$ cat config.mk
export PLATFORM = sky130hd
export DESIGN_NAME = disk_dma_and_interrupt_controller_top
export DESIGN_NICKNAME = d
export VERILOG_FILES = /design/src/ddic_pkg.sv /design/src/ddic_front.sv /design/src/ddic_queue.sv /design/src/ddic_back.sv /design/src/disk_dma_and_interrupt_controller_top.sv
export SDC_FILE = /design/constraint.sdc
export NUM_CORES = 1
export LEC_CHECK = 0
export BUFFER_PORTS_ARGS = -buffer_cell sky130_fd_sc_hd__buf_4
export CAP_MARGIN = 10
export CORE_MARGIN = 5
export CORE_UTILIZATION = 53
export DETAILED_ROUTE_END_ITERATION = 8
export GPL_TIMING_DRIVEN = 0
export PLACE_DENSITY = 0.73
export SYNTH_ARGS = -nofsm -noshare
export SYNTH_HDL_FRONTEND = slang
export SYNTH_SLANG_ARGS = --single-unit
$ cat constraint.sdc
create_clock -name i_clk -period 3.85 [get_ports i_clk]
set_input_delay 0.1925 -clock i_clk [delete_from_list [all_inputs] [get_ports i_clk]]
set_output_delay 0.1925 -clock i_clk [all_outputs]
set_load 0.05 [all_outputs]
$ cat src/ddic_pkg.sv
// ----------------------------------------------------------------------------
// ddic_pkg: shared types and a function for the disk DMA interrupt controller
// Operation codes, the classified request record, and the priority encoder.
// ----------------------------------------------------------------------------
package ddic_pkg;

    localparam int unsigned QUEUE_DEPTH_DEF = 2;

    localparam int unsigned REQ_W = 14;
    localparam int unsigned ENA_W = 15;
    localparam int unsigned LEN_COUNT_W = 14;

    localparam logic [13:0] BLOCK_DONE_BIT = 14'h0002;
    localparam int unsigned MASTER_IDX = 14;
    localparam int unsigned SET_CLEAR_IDX = 15;

    typedef enum logic [2:0] {
        OP_REQ_WR  = 3'd0,
        OP_ENA_WR  = 3'd1,
        OP_PTR_HI  = 3'd2,
        OP_PTR_LO  = 3'd3,
        OP_LEN_WR  = 3'd4,
        OP_DISK_WD = 3'd5,
        OP_RAISE   = 3'd6,
        OP_IDLE    = 3'd7
    } t_op;

    // One classified request as it travels from the front to the back.
    typedef struct packed {
        logic        req_wr;
        logic        ena_wr;
        logic        ptr_hi;
        logic        ptr_lo;
        logic        len_wr;
        logic        disk_wd;
        logic        raise;
        logic        allowed;
        logic [15:0] data;
    } t_cmd;

    localparam int unsigned CMD_W = $bits(t_cmd);

    function automatic logic [2:0] prio_level(input logic master,
                                              input logic [13:0] pend);
        logic [2:0] lvl;
        begin
            if (!master) begin
                lvl = 3'd0;
            end else if (pend[13]) begin
                lvl = 3'd6;
            end else if (|pend[12:11]) begin
                lvl = 3'd5;
            end else if (|pend[10:7]) begin
                lvl = 3'd4;
            end else if (|pend[6:4]) begin
                lvl = 3'd3;
            end else if (pend[3]) begin
                lvl = 3'd2;
            end else if (|pend[2:0]) begin
                lvl = 3'd1;
            end else begin
                lvl = 3'd0;
            end
            return lvl;
        end
    endfunction

endpackage

$ cat src/ddic_front.sv
// ----------------------------------------------------------------------------
// ddic_front: request intake and classification
// Decodes the operation code into per-action flags for the execution side.
// ----------------------------------------------------------------------------
module ddic_front (
    input  logic              i_in_valid,
    input  logic [2:0]        i_op,
    input  logic [15:0]       i_data,
    input  logic              i_disk_dma_on,
    input  logic              i_q_full,
    output logic              o_in_stall,
    output logic              o_push,
    output ddic_pkg::t_cmd    o_cmd
);
    import ddic_pkg::*;

    t_op op;

    assign op         = t_op'(i_op);
    assign o_in_stall = i_q_full;
    assign o_push     = i_in_valid && !i_q_full;

    always_comb begin
        o_cmd         = '0;
        o_cmd.data    = i_data;
        o_cmd.allowed = i_disk_dma_on;
        case (op)
            OP_REQ_WR:  o_cmd.req_wr  = 1'b1;
            OP_ENA_WR:  o_cmd.ena_wr  = 1'b1;
            OP_PTR_HI:  o_cmd.ptr_hi  = 1'b1;
            OP_PTR_LO:  o_cmd.ptr_lo  = 1'b1;
            OP_LEN_WR:  o_cmd.len_wr  = 1'b1;
            OP_DISK_WD: o_cmd.disk_wd = 1'b1;
            OP_RAISE:   o_cmd.raise   = 1'b1;
            OP_IDLE:    o_cmd.data    = i_data;
            default:    o_cmd.data    = i_data;
        endcase
    end

endmodule

$ cat src/ddic_queue.sv
// ----------------------------------------------------------------------------
// ddic_queue: short request queue between the front and the back
// A small circular buffer of classified requests with a fill count.
// ----------------------------------------------------------------------------
module ddic_queue #(
    parameter int unsigned DEPTH = ddic_pkg::QUEUE_DEPTH_DEF
) (
    input  logic              i_clk,
    input  logic              i_rst_n,
    input  logic              i_push,
    input  ddic_pkg::t_cmd    i_cmd,
    input  logic              i_pop,
    output logic              o_full,
    output logic              o_empty,
    output ddic_pkg::t_cmd    o_cmd
);
    import ddic_pkg::*;

    localparam int unsigned PW = (DEPTH > 1) ? $clog2(DEPTH) : 1;
    localparam int unsigned CW = $clog2(DEPTH + 1);

    t_cmd          r_slot [DEPTH];
    logic [PW-1:0] r_wr_ptr, n_wr_ptr;
    logic [PW-1:0] r_rd_ptr, n_rd_ptr;
    logic [CW-1:0] r_count, n_count;
    logic          push_ok, pop_ok;

    assign o_full  = (r_count == CW'(DEPTH));
    assign o_empty = (r_count == '0);
    assign o_cmd   = r_slot[r_rd_ptr];
    assign push_ok = i_push && !o_full;
    assign pop_ok  = i_pop && !o_empty;

    always_comb begin
        n_wr_ptr = r_wr_ptr;
        n_rd_ptr = r_rd_ptr;
        if (push_ok) begin
            n_wr_ptr = (r_wr_ptr == PW'(DEPTH - 1)) ? '0 : r_wr_ptr + PW'(1);
        end
        if (pop_ok) begin
            n_rd_ptr = (r_rd_ptr == PW'(DEPTH - 1)) ? '0 : r_rd_ptr + PW'(1);
        end
        n_count = r_count + CW'(push_ok) - CW'(pop_ok);
    end

    always_ff @(posedge i_clk) begin
        if (!i_rst_n) begin
            r_wr_ptr <= '0;
            r_rd_ptr <= '0;
            r_count  <= '0;
        end else begin
            r_wr_ptr <= n_wr_ptr;
            r_rd_ptr <= n_rd_ptr;
            r_count  <= n_count;
        end
    end

    always_ff @(posedge i_clk) begin
        if (push_ok) begin
            r_slot[r_wr_ptr] <= i_cmd;
        end
    end

endmodule

$ cat src/ddic_back.sv
// ----------------------------------------------------------------------------
// ddic_back: request execution and result register
// Holds the interrupt, pointer, length and DMA state and registers results.
// ----------------------------------------------------------------------------
module ddic_back (
    input  logic              i_clk,
    input  logic              i_rst_n,
    input  logic              i_q_empty,
    input  ddic_pkg::t_cmd    i_cmd,
    output logic              o_pop,
    output logic              o_out_valid,
    input  logic              i_out_stall,
    output logic [2:0]        o_ipl_level,
    output logic [13:0]       o_request_value,
    output logic [14:0]       o_enable_value,
    output logic              o_mem_write,
    output logic [31:0]       o_mem_address,
    output logic [15:0]       o_mem_data,
    output logic              o_disk_busy
);
    import ddic_pkg::*;

    logic [REQ_W-1:0]       r_req, n_req;
    logic [ENA_W-1:0]       r_ena, n_ena;
    logic [31:0]            r_ptr, n_ptr;
    logic [15:0]            r_len, n_len;
    logic                   r_run, n_run;
    logic                   r_out_valid;
    logic [2:0]             r_ipl;
    logic                   r_wr;
    logic [31:0]            r_addr;
    logic [15:0]            r_wdata;
    logic                   n_wr;
    logic [31:0]            n_addr;
    logic [15:0]            n_wdata;
    logic [LEN_COUNT_W-1:0] count;
    logic                   set_bit;

    // The result register frees up when it is empty or being taken.
    assign o_pop   = !i_q_empty && (!r_out_valid || !i_out_stall);
    assign set_bit = i_cmd.data[SET_CLEAR_IDX];
    assign count   = r_len[LEN_COUNT_W-1:0] - LEN_COUNT_W'(1);

    always_comb begin
        n_req   = r_req;
        n_ena   = r_ena;
        n_ptr   = r_ptr;
        n_len   = r_len;
        n_run   = r_run;
        n_wr    = 1'b0;
        n_addr  = '0;
        n_wdata = '0;
        if (i_cmd.req_wr) begin
            n_req = set_bit ? (r_req | i_cmd.data[REQ_W-1:0])
                            : (r_req & ~i_cmd.data[REQ_W-1:0]);
        end
        if (i_cmd.ena_wr) begin
            n_ena = set_bit ? (r_ena | i_cmd.data[ENA_W-1:0])
                            : (r_ena & ~i_cmd.data[ENA_W-1:0]);
        end
        if (i_cmd.ptr_hi) begin
            n_ptr = {i_cmd.data, r_ptr[15:0]};
        end
        if (i_cmd.ptr_lo) begin
            n_ptr = {r_ptr[31:16], i_cmd.data};
        end
        if (i_cmd.len_wr) begin
            // DMA starts on the second consecutive length write with the flag set, if allowed.
            if (r_len[SET_CLEAR_IDX] && set_bit && i_cmd.allowed) begin
                n_run = 1'b1;
            end
            n_len = i_cmd.data;
        end
        if (i_cmd.disk_wd && r_run) begin
            n_wr    = 1'b1;
            n_addr  = r_ptr;
            n_wdata = i_cmd.data;
            n_len   = {r_len[15:LEN_COUNT_W], count};
            n_ptr   = r_ptr + 32'd2;
            if (count == '0) begin
                n_run = 1'b0;
                n_req = r_req | BLOCK_DONE_BIT;
            end
        end
        if (i_cmd.raise) begin
            n_req = r_req | i_cmd.data[REQ_W-1:0];
        end
    end

    always_ff @(posedge i_clk) begin
        if (!i_rst_n) begin
            r_req       <= '0;
            r_ena       <= '0;
            r_ptr       <= '0;
            r_len       <= '0;
            r_run       <= 1'b0;
            r_out_valid <= 1'b0;
        end else begin
            if (o_pop) begin
                r_req <= n_req;
                r_ena <= n_ena;
                r_ptr <= n_ptr;
                r_len <= n_len;
                r_run <= n_run;
            end
            if (o_pop) begin
                r_out_valid <= 1'b1;
            end else if (!i_out_stall) begin
                r_out_valid <= 1'b0;
            end
        end
    end

    always_ff @(posedge i_clk) begin
        if (o_pop) begin
            r_ipl   <= prio_level(n_ena[MASTER_IDX], n_ena[REQ_W-1:0] & n_req);
            r_wr    <= n_wr;
            r_addr  <= n_addr;
            r_wdata <= n_wdata;
        end
    end

    assign o_out_valid     = r_out_valid;
    assign o_ipl_level     = r_ipl;
    assign o_request_value = r_req;
    assign o_enable_value  = r_ena;
    assign o_mem_write     = r_wr;
    assign o_mem_address   = r_addr;
    assign o_mem_data      = r_wdata;
    assign o_disk_busy     = r_run;

endmodule

$ cat src/disk_dma_and_interrupt_controller_top.sv
// ----------------------------------------------------------------------------
// disk_dma_and_interrupt_controller_top: interrupt priority and disk DMA
// Set/clear interrupt request and enable registers with a disk DMA engine.
// ----------------------------------------------------------------------------
// Path: an accepted request is written into the request queue, then popped
// into the result register that drives the outputs.
// Throughput: one request per cycle while the output is not stalled; the queue
// of QUEUE_DEPTH entries absorbs output stalls before the input stalls.
// Reset: synchronous, clears all interrupt, pointer, length and DMA state.
module disk_dma_and_interrupt_controller_top #(
    parameter int unsigned QUEUE_DEPTH = ddic_pkg::QUEUE_DEPTH_DEF
) (
    input  logic        i_clk,
    input  logic        i_rst_n,
    input  logic        i_in_valid,
    output logic        o_in_stall,
    input  logic [2:0]  i_op,
    input  logic [15:0] i_data,
    input  logic        i_disk_dma_on,
    output logic        o_out_valid,
    input  logic        i_out_stall,
    output logic [2:0]  o_ipl_level,
    output logic [13:0] o_request_value,
    output logic [14:0] o_enable_value,
    output logic        o_mem_write,
    output logic [31:0] o_mem_address,
    output logic [15:0] o_mem_data,
    output logic        o_disk_busy
);
    import ddic_pkg::*;

    t_cmd front_cmd;
    t_cmd queue_cmd;
    logic push;
    logic pop;
    logic q_full;
    logic q_empty;

    ddic_front u_front (
        .i_in_valid    (i_in_valid),
        .i_op          (i_op),
        .i_data        (i_data),
        .i_disk_dma_on (i_disk_dma_on),
        .i_q_full      (q_full),
        .o_in_stall    (o_in_stall),
        .o_push        (push),
        .o_cmd         (front_cmd)
    );

    ddic_queue #(
        .DEPTH (QUEUE_DEPTH)
    ) u_queue (
        .i_clk   (i_clk),
        .i_rst_n (i_rst_n),
        .i_push  (push),
        .i_cmd   (front_cmd),
        .i_pop   (pop),
        .o_full  (q_full),
        .o_empty (q_empty),
        .o_cmd   (queue_cmd)
    );

    ddic_back u_back (
        .i_clk           (i_clk),
        .i_rst_n         (i_rst_n),
        .i_q_empty       (q_empty),
        .i_cmd           (queue_cmd),
        .o_pop           (pop),
        .o_out_valid     (o_out_valid),
        .i_out_stall     (i_out_stall),
        .o_ipl_level     (o_ipl_level),
        .o_request_value (o_request_value),
        .o_enable_value  (o_enable_value),
        .o_mem_write     (o_mem_write),
        .o_mem_address   (o_mem_address),
        .o_mem_data      (o_mem_data),
        .o_disk_busy     (o_disk_busy)
    );

    // A nonzero level requires the master enable.
    a_ipl_master: assert property (@(posedge i_clk) disable iff (!i_rst_n)
        o_out_valid && (o_ipl_level != 3'd0) |-> o_enable_value[MASTER_IDX])
        else $error("interrupt level raised without master enable");

    // The top level is only reached through request bit 13 enabled.
    a_ipl_top: assert property (@(posedge i_clk) disable iff (!i_rst_n)
        o_out_valid && (o_ipl_level == 3'd6) |->
            o_request_value[13] && o_enable_value[13])
        else $error("level 6 without enabled request bit 13");

    // Memory fields are quiet on results without a memory write.
    a_mem_quiet: assert property (@(posedge i_clk) disable iff (!i_rst_n)
        o_out_valid && !o_mem_write |->
            (o_mem_address == 32'd0) && (o_mem_data == 16'd0))
        else $error("memory fields driven without a write");

    // A request entering the empty pipeline is queued, then popped, and then
    // seen as a valid result.
    a_latency: assert property (@(posedge i_clk) disable iff (!i_rst_n)
        push && q_empty && !o_out_valid |=> ##1 o_out_valid)
        else $error("result missing after an idle-pipeline request");

endmodule

==> reports/metrics.yaml, run 1 <==
sta:
  setup_violations: 0
  clock_skew_ns: 0.00990
  drv_slew: 0
  final_hold_viol_count: 0
  slew_headroom: 0.229
  max_freq_mhz: 266
  tightest_slew_ns: 1.12
  period_minus_slack_ns: 3.76
  layout_setup_ws_ns: 0.0916
  rsz0062_at_grt: "true"
  min_period_over_period: 0.976
min_path:
  hold_start: "i_out_stall"
  hold_depth: 3
  hp-class: "input port to register"
finish:
  nets: 1057
  postLayoutCellArea_um2: 10500
  stdcell_count: 1257
  num_antenna_cells: 0
  synthToLayoutAreaGrowth_pct: 22.2
  final_cell_mix: "117 x nor2_1, 113 x buf_4, 100 x edfxtp_1"
  final_common_cell: "nor2_1"
  layout-drive-gt1-share: 0.181
run_status:
  status: "finished clean"
logic_synthesis:
  synthDistinctLibCells: 64
  netlist_area_um2: 8590
  syn-instance-count: 878
  ys_top_cells_by_area: "edfxtp_1 35%, dfxtp_1 19%, nor2_1 5.2%, a21oi_1 4.0%, o21ai_0 3.3%"
  async_flop_share: 0
  syn_avg_cell_area_um2: 9.79
  synth_top_cell_by_area: "edfxtp_1"
  synth_warnings: 0
  yosysSeqAreaShare: 0.543
  ys_ff_latch: 183
  synth-edff-count: 100
  synth_nets: 907
  synthFlopType: "edfxtp_1"
  yosysTopAreaCellShare: 0.349
grt:
  grt-ovfl-total: 0
  grt_max_degree: 63
  grt_pass1_wl_um: 40000
  grt_pass1_vias: 7069
  antenna_found_initial: 0
  grt_use_total: 0.281
power:
  power_frac_comb: 0.473
  swShare: 0.459
  power.density_nw_per_um2: 835
  vdd_drop_max_mv: 0.461
  p_sw_mw: 4.02
  p_int_mw: 4.75
  p_clk_frac: 0.191
  seqPwrFrac: 0.337
  p_leak_nw: 3.92
setup_path:
  reg2reg_from: "u_back.r_len[1]$_SDFFE_PN0P_"
  critPathLaunchType: "register"
  rr_worst_depth: 13
  worst_setup_path_end_kind: "register"
  crit_fanout: 10
  critPathKind: "register to register"
  crit_arrival_ns: 4.04
  critPathLaunch: "u_back.r_len[1]$_SDFFE_PN0P_"
  crit_required_ns: 4.13
cts:
  clockBufferDepth: 2
  cts.htree.levels: 4
  cts_root_buf: "clkbuf_16"
  numCtsBuffers: 17
  clkSinkCount: 183
  cts_tree: "done"
  clk_pin_slew_ns: 0.07
  insertion_delay_ns: 0.44
detailed_routing:
  drc: 0
  drt_iter0_drc: 1307
  antenna_left: 0
  avgViaCountPerCell: 6.28
  drtPass1Iterations: 6
  wl_um: 26700
  wl_per_cell_um: 21.2
  vias: 7890
die:
  start_util: 0.541
  die_area_um2: 18900
  core_um2: 15900
  die_w_um: 137
  die_y_um: 137
  io_pins: 108
  num_rows: 46
placed_design:
  port_buffers: 107
  hpwl_um: 18400
  dp_cells: 1205
  place_area_um2: 9710
  dp_slack_ns: -0.0118
  gp_congestion: 0.972
flow_run:
  drv_cap: 0
[timing repair]
action / CTS / global route
setup endpoints to repair: 2 / 26
resized for setup: 2 / 14
pin swaps: 0 / 5
endpoints found under the hold margin: 34 / 0
hold buffers: 17 / 0
setup buffers: 0 / 2
[worst paths after layout]
| check | endpoint | slack (ns) |
|---|---|---|
| min reg2reg | u_back.r_len[7]$_SDFFE_PN0P_ | 0.49 |
| max reg2reg | u_back.o_ipl_level[0]$_SDFFCE_PP0P_ | 0.09 |
| min | u_back.o_out_valid$_SDFFE_PN0P_ | 0.06 |
| max | u_back.o_ipl_level[0]$_SDFFCE_PP0P_ | 0.09 |
[cells by family after synthesis]
family / after synthesis / synth area share
mux: 36 / 0.0437
buf+inv: 74 / 0.0336
flops: 183 / 0.543
simple gates: 328 / 0.182
compound gates: 239 / 0.177
fa+ha+maj: 5 / 0.00728
xor+xnor: 13 / 0.0132
[per-stage QoR]
| stage | util | TNS, ns | hold WS (ns) | power, mW |
|---|---|---|---|---|
| after floorplan | - | 0 | 0.291 | 5.69 |
| after global placement | 0.609 | 0 | 0.377 | 6.90 |
| after detailed placement | 0.611 | -0.0118 | 0.380 | 6.96 |
| after CTS | 0.657 | 0 | 0.0551 | 8.65 |
| after global routing | 0.661 | -0.157 | 0.0758 | 9.14 |
| final | 0.661 | 0 | 0.0618 | 8.77 |
[state kept, by name (all words and copies together), names as in the netlist, 2 cells and up, named ones only]
name and cells:
u_queue.r_count 2, u_back.o_mem_address 32, u_back.r_ptr 32, u_back.o_mem_data 16, u_back.o_request_value 14, u_back.o_enable_value 15
u_back.o_ipl_level 3, u_back.r_len 15, u_queue.r_slot 48
[area by class of cell]
type | count | area, um^2
clock buffers | 18 | 429
well taps | 216 | 270
multi-input cells | 621 | 3670
inverters | 17 | 63.8
fillers | 1243 | 5390
repair buffers | 131 | 1030
clock inverters | 14 | 124
plain buffers | 57 | 238
flip-flops and latches | 183 | 4670
[routing by layer]
metal	track usage	wire length, um	vias to the layer above
met1	0.393	11000	3711
li1	-	-	3579
met5	0	0	-
met3	0.0639	2740	82
met4	0.118	1000	0
met2	0.423	12000	518
[worst max-delay path, cell delays in order (launching register included)]
cell       delay [ns]
dfxtp_1          0.35
inv_1            0.09
ha_1             0.17
buf_6            0.13
or4b_4           0.50
o41ai_4          0.39
nand4_1          0.25
nor3_2           0.34
o21ai_1          0.21
clkbuf_2         0.28
a21oi_1          0.30
o2111ai_2        0.17
nor2b_1          0.19
a211oi_2         0.21
[Yosys cell counts, types with 15 or more instances]
library cell,instances
nor3_1,38
nor2_1,118
clkbuf_1,52
mux2i_1,24
edfxtp_1,100
nand2_1,61
a31oi_1,24
dfxtp_1,83
inv_1,15
nand3_1,27
o21ai_0,57
o22ai_1,17
and3_1,34
a21oi_1,69
[power by group through the flow]
| stage | registers (mW) | logic (mW) | clock network (mW) |
|---|---|---|---|
| floorplan | 3.90 | 1.80 | 0 |
| global placement | 2.97 | 3.93 | 0 |
| detailed placement | 2.98 | 3.98 | 0 |
| CTS | 2.94 | 4.03 | 1.68 |
| global route | 2.99 | 4.38 | 1.76 |
| finish | 2.95 | 4.14 | 1.67 |
Note: power is estimated with default switching activity, not from simulation.
==> run 2: changes to the inputs <==
PLACE_DENSITY = 0.7   (was 0.73)
clock period = 4.53 ns   (was 3.85 ns; I/O delays follow)
==> run 2 against run 1 <==
  * Global-route usage grew 0.46 points
  * Fmax shrank 6.8%
  * Count of clock-buffer cells in the layout is the same
  * Critical path depth is the same
  * Non-clock buffer count shrank 3
  * Worst setup slack gained 0.41 ns
  * Hold slack gained 0.015 ns
  * Die area is the same
  * Via count shrank 2.1%
  * Total power shrank 13%
  * First-iteration DRC count shrank 20%
  * Combinational power shrank 16%
==> reports/metrics.yaml, run 2 (synthesized netlist as in run 1, its figures left out) <==
setup_path:
  worst_setup_path_end_kind: "register"  # unchanged
  critPathLaunchType: "register"  # unchanged
  reg2reg_from: "u_back.r_len[0]$_SDFFE_PN0P_"  # was u_back.r_len[1]$_SDFFE_PN0P_
  cpPeakStageDelay_ns: 0.54  # was 0.50 ns
  critPathLaunch: "u_back.r_len[0]$_SDFFE_PN0P_"  # was u_back.r_len[1]$_SDFFE_PN0P_
  cp_slowest_cell: "or4b_4"  # unchanged
  path_delay_family: "simple AND/OR/NAND/NOR gates"  # unchanged
  path_cells: "inv_1, ha_1, clkbuf_2, or4b_4, o41ai_4, nand4_1, nor3_1, o21ai_1, clkbuf_1, a21oi_1, o2111ai_1, nor2b_1, a211oi_1"  # was inv_1, ha_1, buf_6, or4b_4, o41ai_4, nand4_1, nor3_2, o21ai_1, clkbuf_2, a21oi_1, o2111ai_2, nor2b_1, a211oi_2
  crit_arrival_ns: 4.27  # was 4.04 ns
  path_buf_inv: 3  # unchanged
  critPathKind: "register to register"  # unchanged
  crit_fanout: 10  # unchanged
  crit_required_ns: 4.77  # was 4.13 ns
power:
  power_frac_comb: 0.458  # was 0.473
  p_int_mw: 4.19  # was 4.75 mW
  p_sw_mw: 3.41  # was 4.02 mW
  seqPwrFrac: 0.329  # was 0.337
  swShare: 0.449  # was 0.459
  vdd_drop_max_mv: 0.403  # was 0.461 mV
  power.density_nw_per_um2: 722  # was 835 nW/um^2
  p_leak_nw: 3.93  # was 3.92 nW
  p_clk_frac: 0.213  # was 0.191
min_path:
  hold_start: "i_out_stall"  # unchanged
  hp-class: "input port to register"  # unchanged
sta:
  max_freq_mhz: 248  # was 266 MHz
  period_minus_slack_ns: 4.03  # was 3.76 ns
  hold_slack_ns: 0.0764  # was 0.0618 ns
  final_hold_viol_count: 0  # unchanged
  tightest_slew_ns: 1.31  # was 1.12 ns
  clock_skew_ns: 0.00870  # was 0.00990 ns
  min_period_over_period: 0.890  # was 0.976
  setup_violations: 0  # unchanged
  drv_slew: 0  # unchanged
  rsz0062_at_grt: "false"  # was true
  slew_headroom: 0.101  # was 0.229
detailed_routing:
  antenna_left: 0  # unchanged
  wl_per_cell_um: 21.2  # about the same
  avgViaCountPerCell: 6.16  # was 6.28
  wl_um: 26600  # was 26,700 um
  drc: 0  # unchanged
  drt_iter0_drc: 1044  # was 1,307
  vias: 7722  # was 7,890
  drtPass1Iterations: 6  # unchanged
cts:
  clkSinkCount: 183  # unchanged
  cts_root_buf: "clkbuf_16"  # unchanged
  cts-resized-gates: 0  # was 2
  numCtsBuffers: 17  # unchanged
  postCtsSetupBuffers: 0  # unchanged
  clockBufferDepth: 2  # unchanged
  clk_pin_slew_ns: 0.07  # about the same
  cts.htree.levels: 4  # unchanged
  cts_tree: "done"  # unchanged
  insertion_delay_ns: 0.44  # about the same
placed_design:
  port_buffers: 107  # unchanged
  dp_cells: 1204  # was 1,205
  gp_congestion: 0.962  # was 0.972
  hpwl_um: 18500  # was 18,400 um
die:
  die_area_um2: 18900  # unchanged
  start_util: 0.541  # unchanged
  core_um2: 15900  # unchanged
  die_y_um: 137  # unchanged
  die_w_um: 137  # unchanged
  io_pins: 108  # unchanged
  num_rows: 46  # unchanged
grt:
  grt_max_degree: 63  # unchanged
  grt_pass1_vias: 7089  # was 7,069
  antenna_found_initial: 1  # was 0
  grt_pass1_wl_um: 40300  # was 40,000 um
  grt-ovfl-total: 0  # unchanged
  grt_use_total: 0.286  # was 0.281
finish:
  final_cell_mix: "117 x nor2_1, 110 x buf_4, 100 x edfxtp_1"  # was 117 x nor2_1, 113 x buf_4, 100 x edfxtp_1
  stdcell_count: 1254  # was 1,257
  synthToLayoutAreaGrowth_pct: 22.6  # was 22.2%
  num_antenna_cells: 0  # unchanged
  final_common_cell: "nor2_1"  # unchanged
  layout-drive-gt1-share: 0.170  # was 0.181
  largest_register: "u_queue.r_slot"  # unchanged
  nets: 1054  # was 1,057
  largest_register_ffs: 48  # unchanged
flow_run:
  drv_cap: 0  # unchanged
run_status:
  status: "finished clean"  # unchanged
## run 2: power groups by stage
stage / sequential, mW / combinational [mW] / clock, mW
after floorplan: 3.32 / 1.53 / 0
after global placement: 2.54 / 3.35 / 0
after detailed placement: 2.52 / 3.40 / 0
after CTS: 2.49 / 3.43 / 1.62
after global routing: 2.54 / 3.68 / 1.70
final: 2.50 / 3.48 / 1.62
## run 2: final timing paths
path	endpoint	slack (ns)	cells past startpoint
min	u_back.o_out_valid$_SDFFE_PN0P_	0.08	3
max	u_back.o_ipl_level[0]$_SDFFCE_PP0P_	0.50	13
min reg2reg	u_back.r_len[7]$_SDFFE_PN0P_	0.49	2
max reg2reg	u_back.o_ipl_level[0]$_SDFFCE_PP0P_	0.50	13
## run 2: per-stage QoR
step / utilization / power, mW / area [um^2] / setup WS, ns / setup TNS [ns]
after floorplan: - / 4.85 / 8590 / 0.564 / 0
after global placement: 0.609 / 5.89 / 9670 / -0.529 / -0.877
after detailed placement: 0.612 / 5.93 / 9720 / 0.603 / 0
after CTS: 0.662 / 7.54 / 10500 / 0.564 / 0
after global routing: 0.663 / 7.92 / 10500 / 0.284 / 0
final: 0.663 / 7.60 / 10500 / 0.497 / 0
## run 2: layout make-up
class | count | area (um^2)
Inverter | 17 | 63.8
Fill cell | 1333 | 5350
Tap cell | 216 | 270
Clock inverter | 14 | 209
Sequential cell | 183 | 4660
Multi-Input combinational cell | 621 | 3640
Buffer | 57 | 229
Timing Repair Buffer | 128 | 1020
Clock buffer | 18 | 429
## run 2: layer usage
layer	share of wire	global-route usage	vias to the layer above
met1	0.42	0.384	3640
li1	-	-	3578
met3	0.093	0.0723	82
met5	0.00075	0	-
met4	0.040	0.136	2
met2	0.45	0.434	420
## run 2: repair_timing
item                       CTS  global route
hold endpoints to repair    34             0
hold buffers                17             0
setup endpoints to repair    0             0
## run 2: worst reg2reg max path, stage by stage (launching register included)
cell and delay (ns):
dfxtp_1 0.37, inv_1 0.09, ha_1 0.14, clkbuf_2 0.19
or4b_4 0.54, o41ai_4 0.32, nand4_1 0.24, nor3_1 0.45
o21ai_1 0.26, clkbuf_1 0.32, a21oi_1 0.24, o2111ai_1 0.20
nor2b_1 0.19, a211oi_1 0.28
==> run 3: changes to the inputs <==
CORE_UTILIZATION = 28   (was 53)
PLACE_DENSITY = 0.4   (was 0.7)
==> run 3 against run 2 <==
  * Global-route usage shrank 10 points
  * Cell area grew 2.5%
  * Non-clock buffer count grew 3
  * Flip-flop and latch count is the same
  * Worst setup slack lost 0.11 ns
  * Register-to-register slack lost 0.11 ns
  * Largest cell class unchanged
==> reports/metrics.yaml, run 3 (synthesized netlist as in run 1, its figures left out) <==
grt:
  grt_pass1_wl_um: 46800  # was 40,300 um
  grt_pass1_vias: 7296  # was 7,089
  antenna_found_initial: 1  # unchanged
  grt-ovfl-total: 0  # unchanged
  grt_max_degree: 59  # was 63
  grt_use_total: 0.182  # was 0.286
setup_path:
  crit_arrival_ns: 4.39  # was 4.27 ns
  path_cells: "inv_1, ha_1, clkbuf_2, or4b_4, o41ai_4, nand4_1, nor3_1, o21ai_1, clkbuf_1, a21oi_1, o2111ai_1, nor2b_1, a211oi_1"  # unchanged
  critPathKind: "register to register"  # unchanged
  reg2reg_slack_ns: 0.39  # was 0.50 ns
  crit_required_ns: 4.78  # was 4.77 ns
  worst_setup_path_end_kind: "register"  # unchanged
  reg2reg_to: "u_back.o_ipl_level[0]$_SDFFCE_PP0P_"  # unchanged
  reg2reg_from: "u_back.r_len[0]$_SDFFE_PN0P_"  # unchanged
  critPathLaunchType: "register"  # unchanged
  cp_slowest_cell: "or4b_4"  # unchanged
  cpPeakStageDelay_ns: 0.54  # about the same
  rr_worst_depth: 13  # unchanged
  crit_fanout: 10  # unchanged
finish:
  final_cell_mix: "117 x nor2_1, 109 x buf_4, 100 x edfxtp_1"  # was 117 x nor2_1, 110 x buf_4, 100 x edfxtp_1
  nets: 1057  # was 1,054
  largest_register_ffs: 48  # unchanged
  synthToLayoutAreaGrowth_pct: 25.7  # was 22.6%
  num_antenna_cells: 0  # unchanged
  layout-drive-gt1-share: 0.175  # was 0.170
  largest_register: "u_queue.r_slot"  # unchanged
  stdcell_count: 1437  # was 1,254
  final_common_cell: "nor2_1"  # unchanged
die:
  die_w_um: 185  # was 137 um
  die_area_um2: 34300  # was 18,900 um^2
  die_y_um: 185  # was 137 um
  core_um2: 30400  # was 15,900 um^2
  start_util: 0.282  # was 0.541
  num_rows: 64  # was 46
  io_pins: 108  # unchanged
cts:
  insertion_delay_ns: 0.44  # about the same
  cts_root_buf: "clkbuf_16"  # unchanged
  cts_tree: "done"  # unchanged
  numCtsBuffers: 17  # unchanged
  clkSinkCount: 183  # unchanged
  cts.htree.levels: 4  # unchanged
  clockBufferDepth: 2  # unchanged
  cts-resized-gates: 0  # unchanged
  clk_pin_slew_ns: 0.08  # was 0.07 ns
sta:
  rsz0062_at_grt: "false"  # unchanged
  tightest_slew_ns: 1.31  # about the same
  drv_slew: 0  # unchanged
  final_hold_viol_count: 0  # unchanged
  setup_violations: 0  # unchanged
  finalSetupTns_ns: 0  # unchanged
  max_freq_mhz: 241  # was 248 MHz
  period_minus_slack_ns: 4.14  # was 4.03 ns
  clock_skew_ns: 0.0194  # was 0.00870 ns
  min_period_over_period: 0.915  # was 0.890
  layout_setup_ws_ns: 0.386  # was 0.497 ns
  slew_headroom: 0.100  # was 0.101
power:
  power.density_nw_per_um2: 716  # was 722 nW/um^2
  p_leak_nw: 3.95  # was 3.93 nW
  vdd_drop_max_mv: 0.292  # was 0.403 mV
detailed_routing:
  wl_um: 31800  # was 26,600 um
  drc: 0  # unchanged
  drt_iter0_drc: 533  # was 1,044
  avgViaCountPerCell: 5.25  # was 6.16
  vias: 7540  # was 7,722
  antenna_left: 0  # unchanged
  drtPass1Iterations: 5  # was 6
  wl_per_cell_um: 22.1  # was 21.2 um
placed_design:
  dp_cells: 1388  # was 1,204
  hpwl_um: 22600  # was 18,500 um
  gp_congestion: 0.842  # was 0.962
  dp_slack_ns: 0.528  # was 0.603 ns
  port_buffers: 107  # unchanged
min_path:
  hold_depth: 3  # unchanged
  min_to: "u_back.r_ptr[6]$_SDFFE_PN0P_"  # was u_back.o_out_valid$_SDFFE_PN0P_
  hp-class: "input port to register"  # unchanged
  hold_start: "i_rst_n"  # was i_out_stall
run_status:
  status: "finished clean"  # unchanged
flow_run:
  drv_cap: 0  # unchanged
run 3: cell type report:
class,instances,area (um^2)
timing repair buffer,131,1080
multi-input combinational,621,3650
fill,3165,19600
inverter,17,63.8
clock inverter,15,190
sequential,183,4660
clock buffer,17,425
tap,396,495
buffer,57,229
run 3: report_power, final:
group | leakage, nW | internal [mW] | switching (mW)
registers | 1.65 | 2.23 | 0.273
logic | 2.00 | 1.05 | 2.56
clock network | 0.302 | 0.809 | 0.800
run 3: layer usage:
metal | routed length [um] | global-route usage | vias up | part of all wire
met3 | 1550 | 0.0255 | 39 | 0.049
met4 | 766 | 0.0602 | 2 | 0.024
met5 | 13 | 0 | - | 0.00041
met2 | 14000 | 0.279 | 231 | 0.44
met1 | 15400 | 0.265 | 3684 | 0.48
li1 | - | - | 3584 | -
run 3: timing repair:
action,CTS,global route
hold endpoints to repair,34,0
setup endpoints to repair,0,0
buffers inserted,0,0
hold buffers,17,0
run 3: stage by stage:
step                      utilization  total power, mW  area (um^2)  hold WS (ns)
after global placement          0.325             6.09         9890         0.412
after detailed placement        0.329             6.14        10000         0.414
after global routing            0.355             8.10        10800         0.118
final                           0.355             7.73        10800         0.114
after CTS                       0.355             7.76        10800         0.103
after floorplan                     -             4.85         8590         0.325
run 3: how the worst max path moves through the flow:
stage,start,endpoint,slack [ns],cells past startpoint
6_report,u_back.r_len[0]$_SDFFE_PN0P_,u_back.o_ipl_level[0]$_SDFFCE_PP0P_,0.39,13
2_1_floorplan,u_back.o_out_valid$_SDFFE_PN0P_,u_queue.r_count[1]$_SDFF_PN0_,0.56,11
3_3_place_gp,i_out_stall,u_queue.r_count[1]$_SDFF_PN0_,-1.00,12
5_1_grt,register,u_back.o_ipl_level[1]$_SDFFCE_PP0P_,0.16,9
3_5_place_dp,u_back.r_len[0]$_SDFFE_PN0P_,u_back.o_ipl_level[0]$_SDFFCE_PP0P_,0.53,13
4_1_cts,u_back.r_len[0]$_SDFFE_PN0P_,u_back.o_ipl_level[0]$_SDFFCE_PP0P_,0.50,13
run 3: worst max-delay path, delay by kind of cell (launching register included):
kind | cells | cell delay (ns)
buf+inv | 3 | 0.65
compound gates | 5 | 1.32
flops | 1 | 0.38
simple gates | 4 | 1.44
fa+ha+maj | 1 | 0.15
